### config.mk
export PLATFORM = sky130hd
export DESIGN_NAME = kbc_dly
export DESIGN_NICKNAME = d
export VERILOG_FILES = /design/src/kbc_dly.sv
export SDC_FILE = /design/constraint.sdc
export NUM_CORES = 1
export LEC_CHECK = 0
export ABC_AREA = 1
export BUFFER_PORTS_ARGS = -buffer_cell sky130_fd_sc_hd__buf_4
export CAP_MARGIN = 20
export CORE_MARGIN = 2
export CORE_UTILIZATION = 33
export DETAILED_ROUTE_END_ITERATION = 8
export PLACE_DENSITY = 0.75
export SLEW_MARGIN = 5
export SYNTH_ARGS = -nofsm -noshare
export SYNTH_HDL_FRONTEND = slang
export SYNTH_SLANG_ARGS = --single-unit
### constraint.sdc
create_clock -name clk -period 0.8 [get_ports clk]
set_clock_uncertainty 0.1 [all_clocks]
set_input_delay 0.16 -clock clk [delete_from_list [all_inputs] [get_ports clk]]
set_output_delay 0.16 -clock clk [all_outputs]
set_load 0.05 [all_outputs]
### src/kbc_dly.sv
`timescale 1ns / 1ps
// kbc_dly: fixed-length payload delay line used to align operands between stages.
// Depends on nothing.
module kbc_dly #(
    parameter int WIDTH = 64,
    parameter int DEPTH = 1
) (
    input  logic             clk,
    input  logic [WIDTH-1:0] din,
    output logic [WIDTH-1:0] dout
);

    logic [WIDTH-1:0] tap_reg [DEPTH];

    // shift line, no reset on payload
    always_ff @(posedge clk)
    begin
        tap_reg[0] <= din;
        for (int i = 1; i < DEPTH; i++)
        begin
            tap_reg[i] <= tap_reg[i-1];
        end
    end

    assign dout = tap_reg[DEPTH-1];

endmodule

==> reports/metrics.yaml, run 1 <==
die:
  die_y_um: 66.3
  rows: 22
  boundaryPins: 129
  start_util_pct: 34.7
  die_width_um: 66.3
yosys:
  synth_cell_types: 1
  syn_avg_cell_area_um2: 20.0
  synth_warnings: 0
  seq_area_frac_synth_pct: 100
  netlist_area_mm2: 0.00128
  synth_seq_cells: 64
  synth.net_count: 129
  postSynthCellCount: 64
clock_network:
  cts-root-buf: "clkbuf_8"
  clkSinkCount: 64
  htree_levels: 3
  cts_buffers: 9
  clk_path_buf_depth: 2
  postCtsSetupBuffers: 0
  ctsHoldBuffers: 64
  cts_resized: 102
run_status:
  haltStage: "clock tree synthesis (4_1_cts)"
  status: "did not finish"
  firstError: "[ERROR DPL-0033] detailed placement checks failed during check placement."
placement:
  numPortBuffers: 128
  hpwlAfterDp_mm: 2.46
  place_congestion: 0.733
-- cells in the mapped netlist, drive strengths merged --
cell | n | area, µm²
dfxtp | 64 | 1280
-- metrics by stage --
step | instance area [µm²] | std cells | setup WS [ns] | hold WS (ns) | util (%)
after floorplan | 1360 | 64 | 0.0856 | 0.0877 | -
after global placement | 2380 | 240 | 0.0602 | 0.164 | 64.6
after detailed placement | 2380 | 240 | 0.0499 | 0.165 | 64.6
-- logic make-up after synthesis --
group	synth area share, %
DFF	100
==> run 2: changes to the inputs <==
--- a/config.mk
+++ b/config.mk
@@ -9,9 +9,9 @@
 export BUFFER_PORTS_ARGS = -buffer_cell sky130_fd_sc_hd__buf_4
 export CAP_MARGIN = 20
 export CORE_MARGIN = 2
-export CORE_UTILIZATION = 33
+export CORE_UTILIZATION = 30
 export DETAILED_ROUTE_END_ITERATION = 8
-export PLACE_DENSITY = 0.75
+export PLACE_DENSITY_LB_ADDON = 0.15
 export SLEW_MARGIN = 5
 export SYNTH_ARGS = -nofsm -noshare
 export SYNTH_HDL_FRONTEND = slang
==> reports/metrics.yaml, run 2 <==
run_status:
  status: "finished, violations left"
  violations: "setup timing"
critical_path:
  critPathTopFamily: "flip-flops"
  critPathCaptureType: "output pin"
  start_kind: "register"
  cpMaxStageDelayCell: "dfxtp_2"
  critical_path_required_ns: 0.54
  crit_chain: "buf_8"
  slowest_delay_ns: 0.35
  crit_arrival_ns: 0.83
  cp_max_fo: 1
  path_class: "reg -> out"
  cp.buffers_inverters: 1
route:
  drc: 0
  num_vias: 1309
  drt_iter0_drc: 40
  drt.antenna.violating_nets: 0
  wl_per_cell_um: 17.1
  vias_per_cell: 4.09
  dr.pass1.iters: 4
  wl_mm: 5.48
die:
  rows: 23
  dieArea_mm2: 0.00481
  core-area_mm2: 0.00406
  die_width_um: 69.4
  boundaryPins: 129
  start_util_pct: 31.6
  die_y_um: 69.4
worst_hold_path:
  hp-class: "in -> reg"
timing:
  fmax_mhz: 914
  hold_viol: 0
  timing.final.crit_share_pct: 137
  rsz0062_at_grt: "yes"
  slew_violations: 0
  setup_viol: 64
  tns_ns: -16.84
  tightestPinTransition_ns: 0.114
  finalCriticalPeriod_ns: 1.09
  timing.final.ws_setup_ns: -0.294
  relSlewSlack_pct: 92.5
power:
  finalPower_uw: 7400
  ir_worst_vdd_v: 0.00158
  power_density_mw_per_mm2: 2050
  leakage_uw: 0.00165
yosys:
  synthFlopType: "dfxtp_1"
  synth-async-reset-ratio_pct: 0
  synth.net_count: 129
  yosys-top-cells-count: "64 x dfxtp_1"
  synth_top_cells_by_area: "dfxtp_1 100%"
  netlist_area_mm2: 0.00128
  postSynthCellCount: 64
  synth_top_area_cell: "dfxtp_1"
  syn_avg_cell_area_um2: 20.0
  seq_area_frac_synth_pct: 100
  synth_seq_cells: 64
  synth_warnings: 0
  synth_cell_types: 1
  synth_most_common_cell: "dfxtp_1"
  synth_edf_count: 0
  yosysTopAreaCellShare_pct: 100
clock_network:
  cts_tree: "done"
  clkSinkCount: 64
  clk_pin_slew_ns: 0.07
  cts-root-buf: "clkbuf_8"
  clk_path_buf_depth: 2
  htree_levels: 3
  cts_buffers: 9
cells_and_area:
  fin_nets: 332
  n_antenna_cell: 0
  multi_input_gates: 0
  multi_input_area_um2: 0
  drive_above_1_share_pct: 75.2
  fillers: 157
  largest_register_ffs: 64
  area_growth_pct: 182
  final_cell_mix: "64 x dlygate4sd3_1, 64 x buf_4, 64 x dfxtp_2"
job:
  max_cap_viol_count: 0
global_route:
  grt_pass1_wl_mm: 7.97
  grt_usage_pct: 22.9
  antenna_found_initial: 0
  overflow: 0
  first_global_vias: 1546
  grt_max_degree: 10
placement:
  dp_slack_ns: 0.0496
  numPortBuffers: 128
  place_congestion: 0.830
## run 2: cell counts after synthesis
No cell type changed its count.
## run 2: area by class of cell
class | instances | area [µm²] | share of cell area (%)
clock inverters | 1 | 5.00 | 0.138
clock buffers | 13 | 149 | 4.11
repair buffers | 192 | 2040 | 56.4
flip-flops and latches | 64 | 1360 | 37.6
well taps | 50 | 62.6 | 1.73
## run 2: path summary, 6_finish.rpt
path	to	cells after the start	slack [ns]	from
worst max-delay path	dout[13]	1	-0.29	tap_reg[0][13]
worst min-delay path	tap_reg[0][54]	2	0.37	din[54]
## run 2: cells by family (layout without fill, tap and decap cells)
kind of cell / after synthesis / after routing / synth area share, %
buffers and inverters: 0 / 206 / 0
flip-flops: 64 / 64 / 100
## run 2: metrics by stage
stage	utilization (%)	instance area, µm²	hold WS, ns	std cells
floorplan	-	1360	0.0877	64
global placement	58.8	2380	0.164	242
detailed placement	58.8	2380	0.165	242
CTS	88.3	3580	0.363	320
global route	89.2	3620	0.356	320
finish	89.2	3620	0.374	320
## run 2: layer usage
metal | vias to the layer above | routed length [µm] | global-route usage, %
li1 | 599 | - | -
met1 | 604 | 1750 | 21.4
met2 | 98 | 3020 | 41.7
met3 | 8 | 629 | 12.1
met4 | 0 | 80 | 9.15
met5 | - | 0 | 0
## run 2: power breakdown
part,leakage [µW],total [µW],switching [µW],internal (µW)
Sequential,0.000540,3520,117,3400
Combinational,0.00103,1620,793,822
Clock,0.0000794,2270,1100,1170
Total,0.00165,7400,2010,5390
## run 2: what timing repair did
action | CTS | global route
hold buffers | 64 | 0
endpoints found under the hold margin | 64 | 0
gates resized for setup | 107 | 10
buffers inserted | 0 | 0
setup endpoints to repair | 64 | 64
No activity file was read; power rests on OpenSTA's default activity.
