File: src/kbc_pkg.sv
`timescale 1ns / 1ps
// kbc_pkg: shared types, latencies, register codes and saturating Q.30 arithmetic
// for the D2Q9 entropic collision pipeline. No dependencies.
package kbc_pkg;

    localparam int DATA_WIDTH_DEF = 32;
    localparam int FRAC           = 30;
    localparam int LANES          = 9;

    // unit latencies in clock cycles
    localparam int MUL_LAT = 3;
    localparam int DIV_LAT = 65;
    localparam int ACC_LAT = 3;

    // configuration register indexes (paddr[4:3])
    localparam logic [1:0] REG_RELAX = 2'd0;
    localparam logic [1:0] REG_DIR   = 2'd1;
    localparam logic [1:0] REG_GUARD = 2'd2;

    localparam logic [31:0] RELAX_RESET = 32'h4000_0000;
    localparam logic [35:0] DIR_RESET   = 36'hF37C4D150;
    localparam logic [15:0] GUARD_RESET = 16'd1;

    typedef logic signed [63:0] fx_t;
    typedef fx_t [LANES-1:0]    fx9_t;
    typedef logic signed [1:0]  dir_t;

    localparam fx_t FX_MAX = 64'sh7FFF_FFFF_FFFF_FFFF;
    localparam fx_t FX_ONE = 64'sh0000_0000_4000_0000;
    localparam fx_t FX_TWO = 64'sh0000_0000_8000_0000;
    localparam fx_t W_REST = 64'sd477218588;
    localparam fx_t W_AXIS = 64'sd119304647;
    localparam fx_t W_DIAG = 64'sd29826162;

    function automatic logic [63:0] fx_mag(fx_t x);
        return x[63] ? 64'(-x) : 64'(x);
    endfunction

    // saturating add / sub, limits +-(2^63 - 1)
    function automatic fx_t fx_add(fx_t a, fx_t b);
        logic signed [64:0] s;
        fx_t r;
        s = 65'(a) + 65'(b);
        if (s > 65'(FX_MAX))
            r = FX_MAX;
        else if (s < -65'(FX_MAX))
            r = -FX_MAX;
        else
            r = s[63:0];
        return r;
    endfunction

    function automatic fx_t fx_sub(fx_t a, fx_t b);
        logic signed [64:0] s;
        fx_t r;
        s = 65'(a) - 65'(b);
        if (s > 65'(FX_MAX))
            r = FX_MAX;
        else if (s < -65'(FX_MAX))
            r = -FX_MAX;
        else
            r = s[63:0];
        return r;
    endfunction

    // x times a small integer, exact then saturated
    function automatic fx_t fx_small(fx_t x, logic signed [3:0] k);
        logic signed [67:0] p;
        fx_t r;
        p = 68'(x) * 68'(k);
        if (p > 68'(FX_MAX))
            r = FX_MAX;
        else if (p < -68'(FX_MAX))
            r = -FX_MAX;
        else
            r = p[63:0];
        return r;
    endfunction

    // x times k/2^sh, magnitude rounded half away from zero
    function automatic fx_t fx_cmul(fx_t x, logic [3:0] k, logic [1:0] sh);
        logic [67:0] m;
        logic [67:0] half;
        fx_t r;
        half = (sh == 2'd0) ? 68'd0 : (68'd1 << (sh - 2'd1));
        m = (68'(fx_mag(x)) * 68'(k) + half) >> sh;
        if (m > 68'(FX_MAX))
            r = FX_MAX;
        else
            r = signed'(m[63:0]);
        return x[63] ? -r : r;
    endfunction

    function automatic dir_t dir_x(logic [35:0] tbl, int q);
        return signed'(tbl[4*q +: 2]);
    endfunction

    function automatic dir_t dir_y(logic [35:0] tbl, int q);
        return signed'(tbl[4*q+2 +: 2]);
    endfunction

    function automatic fx_t lat_weight(dir_t ex, dir_t ey);
        fx_t w;
        if (ex == 2'sd0 && ey == 2'sd0)
            w = W_REST;
        else if (ex == 2'sd0 || ey == 2'sd0)
            w = W_AXIS;
        else
            w = W_DIAG;
        return w;
    endfunction

    // shear part of a second-order moment set for one direction
    function automatic fx_t shear_part(dir_t ex, dir_t ey, fx_t m20, fx_t m02, fx_t m11);
        fx_t t;
        if (ex == 2'sd0 && ey == 2'sd0)
            t = -fx_add(m20, m02);
        else if (ey == 2'sd0)
            t = fx_cmul(m20, 4'd1, 2'd1);
        else if (ex == 2'sd0)
            t = fx_cmul(m02, 4'd1, 2'd1);
        else begin
            t = fx_cmul(m11, 4'd1, 2'd2);
            if (ex[1] ^ ey[1])
                t = -t;
        end
        return t;
    endfunction

endpackage

File: src/kbc_acc9.sv
`timescale 1ns / 1ps
// kbc_acc9: three-stage saturating accumulator over nine lane terms, strictly in
// lane order 0..8. Depends on kbc_pkg.
module kbc_acc9 import kbc_pkg::*; (
    input  logic clk,
    input  fx9_t terms,
    output fx_t  sum
);

    fx_t  acc1_reg, acc2_reg, acc3_reg;
    fx_t  t1_reg [3:8];
    fx_t  t2_reg [6:8];

    // lanes 0..2
    always_ff @(posedge clk)
    begin
        acc1_reg <= fx_add(fx_add(terms[0], terms[1]), terms[2]);
        for (int i = 3; i < LANES; i++)
        begin
            t1_reg[i] <= terms[i];
        end
    end

    // lanes 3..5
    always_ff @(posedge clk)
    begin
        acc2_reg <= fx_add(fx_add(fx_add(acc1_reg, t1_reg[3]), t1_reg[4]), t1_reg[5]);
        for (int i = 6; i < LANES; i++)
        begin
            t2_reg[i] <= t1_reg[i];
        end
    end

    // lanes 6..8
    always_ff @(posedge clk)
    begin
        acc3_reg <= fx_add(fx_add(fx_add(acc2_reg, t2_reg[6]), t2_reg[7]), t2_reg[8]);
    end

    assign sum = acc3_reg;

endmodule

File: config.mk
export PLATFORM = sky130hd
export DESIGN_NAME = kbc_acc9
export DESIGN_NICKNAME = d
export VERILOG_FILES = /design/src/kbc_pkg.sv /design/src/kbc_acc9.sv
export SDC_FILE = /design/constraint.sdc
export NUM_CORES = 2
export LEC_CHECK = 0
export ABC_AREA = 1
export ABC_CLOCK_PERIOD_IN_PS = 6600
export BUFFER_PORTS_ARGS = -buffer_cell sky130_fd_sc_hd__buf_2
export CORE_MARGIN = 2
export CORE_UTILIZATION = 55
export DETAILED_ROUTE_END_ITERATION = 8
export PLACE_DENSITY = 0.88
export SKIP_CTS_REPAIR_TIMING = 1
export SLEW_MARGIN = 0
export SYNTH_ARGS = -nofsm -noshare
export SYNTH_HDL_FRONTEND = slang
export SYNTH_SLANG_ARGS = --single-unit
File: constraint.sdc
create_clock -name clk -period 6.6 [get_ports clk]
set_input_delay 0.99 -clock clk [delete_from_list [all_inputs] [get_ports clk]]
set_output_delay 0.99 -clock clk [all_outputs]
set_load 0.03 [all_outputs]
==> results.json, run 1 <==
{
  "outcome": "aborted with a tool error",
  "haltStage": "global routing (5_1_grt)",
  "firstError": "[ERROR GRT-0232] Routing congestion too high. Check the congestion heatmap in the GUI.",
  "ys_ff_latch": 768,
  "synth_fp_nets": 12100,
  "cts_htree_levels": 3,
  "grt_max_degree": 64,
  "track_usage_pct": 67.1,
  "start_util_pct": 55.4,
  "synth_edf_count": 0,
  "place.gp.congestion": 1.19,
  "worstEndpointGrtRepair": "sum[14]$_SDFF_PN1_/D",
  "dpl.hpwl_um": 254000,
  "cts_buffers": 81,
  "die_w_um": 343,
  "overflow": 80,
  "synth_cells": 11000,
  "die_y_um": 343,
  "core.rowCount": 124,
  "ys_warn_count": 0,
  "cts_max_path_buffers": 3,
  "netlist_area_um2": 63400,
  "num_io_pins": 641,
  "synth_ff_type": "dfxtp_1",
  "async_reset_ff_share_pct": 0,
  "worst-ep-kind": "register input",
  "cts-root-buf": "clkbuf_16",
  "io_buffer_count": 640,
  "ys_seq_area_share_pct": 24.3,
  "dpl_cell_area_um2": 83900,
  "cts.sinks": 768,
  "synth_cell_type_count": 50,
  "avgSynthCellArea_um2": 5.77
}
[Yosys cell counts, drive strengths merged (74+ instances only)]
library cell  instances  area (µm²)
nand2              4196       15800
inv                1765        6630
nor2               1280        4850
dfxtp               768       15400
a21oi               690        3480
nand3               561        2870
ha                  512        6410
o21ai               387        1940
nand3b              156        1170
nand4               112         701
nor3                100         546
xor2                 92         813
o21bai               74         556
[per-stage QoR]
stage | setup WS (ns) | hold WS [ns] | std cells
4_1_cts | -3.01 | 0.315 | 15200
3_5_place_dp | -2.78 | 0.312 | 15100
3_3_place_gp | -2.59 | 0.310 | 15100
2_1_floorplan | -0.146 | 0.310 | 11000
[logic make-up after synthesis]
group / Yosys count / share of synthesized area [%]
simple gates: 6454 / 41.5
buf+inv: 1870 / 11.7
compound gates: 1254 / 10.6
flops: 768 / 24.3
fa+ha+maj: 520 / 10.4
xor+xnor: 111 / 1.55
[metal layers]
layer / overflow / track usage [%]
met3: 6 / 47.5
met1: 1 / 67.0
met5: 2 / 25.1
met2: 36 / 87.3
met4: 35 / 65.6
==> run 2, diff against run 1 <==
--- a/config.mk
+++ b/config.mk
@@ -6,12 +6,12 @@
 export NUM_CORES = 2
 export LEC_CHECK = 0
 export ABC_AREA = 1
-export ABC_CLOCK_PERIOD_IN_PS = 6600
+export ABC_CLOCK_PERIOD_IN_PS = 8600
 export BUFFER_PORTS_ARGS = -buffer_cell sky130_fd_sc_hd__buf_2
 export CORE_MARGIN = 2
-export CORE_UTILIZATION = 55
+export CORE_UTILIZATION = 40
 export DETAILED_ROUTE_END_ITERATION = 8
-export PLACE_DENSITY = 0.88
+export PLACE_DENSITY_LB_ADDON = 0.15
 export SKIP_CTS_REPAIR_TIMING = 1
 export SLEW_MARGIN = 0
 export SYNTH_ARGS = -nofsm -noshare
==> constraint.sdc (replaced) <==
create_clock -name clk -period 8.6 [get_ports clk]
set_input_delay 1.29 -clock clk [delete_from_list [all_inputs] [get_ports clk]]
set_output_delay 1.29 -clock clk [all_outputs]
set_load 0.03 [all_outputs]
==> results.json, run 2 <==
{
  "synth_fp_nets": 12100,
  "start_util_pct": 40.2,
  "area_growth_pct": 40.7,
  "setup_ws_ns": -1.09,
  "core_area_um2": 158000,
  "synth_cells": 11000,
  "maxSlewHeadroom_pct": 39.8,
  "fin_skew_ns": 0.0681,
  "hp-class": "flip-flop to flip-flop",
  "hold_violations": 0,
  "cts_tree": "done",
  "synth_cell_type_count": 50,
  "violations": "setup timing",
  "synth.most_common_cell": "nand2_1",
  "end_kind": "flip-flop",
  "ys_warn_count": 0,
  "final_antenna_net_count": 0,
  "clk_pin_slew_ns": 0.06,
  "clock.fmax_mhz": 103,
  "drtIter0Drc": 6775,
  "critical-path-slowest-cell": "nand3b_1",
  "crit_top_cell": "nand2_1",
  "rsz0062_at_grt": "true",
  "nets": 14600,
  "synth_top_area_share_pct": 24.8,
  "final_cell_mix": "nand2_1, buf_4, inv_1",
  "largest_reg_flops": 384,
  "track_usage_pct": 35.8,
  "first_pass_iters": 6,
  "start_kind": "flip-flop",
  "ys_seq_area_share_pct": 24.3,
  "grt_pass1_vias": 74700,
  "post-route-util_pct": 56.5,
  "slew_violations": 0,
  "arrival_ns": 10.26,
  "netlist_area_um2": 63400,
  "viasPerCell": 5.04,
  "die_w_um": 402,
  "grt_antenna_before_repair": 31,
  "maxCapViolCount": 0,
  "grt_pass1_wl_um": 442000,
  "tns_ns": -86.34,
  "synth_top_area_cell": "nand2_1",
  "cp_max_fo": 31,
  "drive_above_1_share_pct": 25.0,
  "cts.sinks": 768,
  "worst_pin_slew_ns": 0.881,
  "cts_htree_levels": 3,
  "num_vias": 78700,
  "overflow": 0,
  "die_y_um": 402,
  "wl_per_cell_um": 19.6,
  "synth_ff_type": "dfxtp_1",
  "ys_ff_latch": 768,
  "synth_edf_count": 0,
  "num_io_pins": 641,
  "synth_common_cells": "nand2_1, inv_1, nor2_1",
  "die-area_um2": 162000,
  "dpl.hpwl_um": 266000,
  "fillCellCount": 16300,
  "grt_max_degree": 52,
  "place.gp.congestion": 1.07,
  "finalCritPeriodShare_pct": 113,
  "cts-root-buf": "clkbuf_16",
  "io_buffer_count": 640,
  "avgSynthCellArea_um2": 5.77,
  "worst_ep_required_time_ns": 9.17,
  "layout_commonest_cell": "nand2_1",
  "setup_violations": 127,
  "drc": 0,
  "critPathMaxStageDelay_ns": 0.44,
  "min_period_ns": 9.69,
  "crit_type": "flip-flop to flip-flop",
  "synth_area_leaders": "nand2_1, dfxtp_1, inv_1, ha_1, nor2_1",
  "drt-total-wl_um": 306000,
  "outcome": "finished, violations left",
  "async_reset_ff_share_pct": 0,
  "clk_latency_ns": 0.74,
  "cts_max_path_buffers": 3,
  "cts_buffers": 82,
  "core.rowCount": 146
}
==> run 2: cell counts after synthesis <==
Identical to the previous run, type by type.
==> run 2: cells by family (layout without fill, tap and decap cells) <==
group | Yosys count | count (layout) | synth area share [%]
buf+inv | 1870 | 4424 | 11.7
xor+xnor | 111 | 111 | 1.55
fa+ha+maj | 520 | 520 | 10.4
compound gates | 1254 | 1254 | 10.6
other cells | 0 | 25 | 0
simple gates | 6454 | 6455 | 41.5
flops | 768 | 768 | 24.3
==> run 2: layout make-up <==
cell class	count	area, µm²	area share [%]
inverters	1774	6670	7.48
diodes	25	62.6	0.0702
multi-input cells	8340	44000	49.3
well taps	2072	2590	2.91
clock buffers	108	2300	2.58
clock inverters	43	598	0.671
flip-flops and latches	768	15400	17.3
repair buffers	2499	17600	19.7
==> run 2: worst paths after layout <==
kind                  startpoint            end  slack (ns)  depth (start not counted)
hold / removal    t1_reg[0][445]  t2_reg[6][61]        0.31                          0
setup / recovery    acc1_reg[38]    acc2_reg[9]       -1.09                         54
hold reg to reg   t1_reg[0][445]  t2_reg[6][61]        0.31                          0
setup reg to reg    acc1_reg[38]    acc2_reg[9]       -1.09                         54
==> run 2: metal layers <==
layer	up-vias	wire [µm]	global-route usage, %	share of wire (%)
li1	39400	-	-	-
met1	36000	134000	47.1	44
met2	2800	133000	57.1	43
met3	557	23800	6.47	7.8
met4	16	15500	15.8	5.0
met5	-	103	0	0.034
==> run 2: worst max-delay path: cells and delay by family (launching register included) <==
| kind | cells | cell delay, ns |
|---|---|---|
| DFF | 1 | 0.34 |
| xor gates and xnor gates | 3 | 0.81 |
| and+or+nand+nor | 37 | 4.85 |
| buffers and inverters | 5 | 0.78 |
| adders and majority gates | 4 | 1.45 |
| AOI/OAI and AO/OA | 5 | 1.28 |
==> run 2: stage by stage <==
stage / instance area (µm²) / hold WS, ns / std cells / setup WS, ns
6_report: 89200 / 0.314 / 15600 / -1.09
5_1_grt: 89100 / 0.321 / 15600 / -1.37
4_1_cts: 85200 / 0.312 / 15600 / -1.19
3_5_place_dp: 82300 / 0.312 / 15400 / -1.10
3_3_place_gp: 82300 / 0.311 / 15400 / -1.09
2_1_floorplan: 63400 / 0.310 / 11000 / 1.61
Power of run 2 is left out: the tool's default activity adds up to more than one toggle a clock period on the data nets, which glitch-free logic cannot reach.
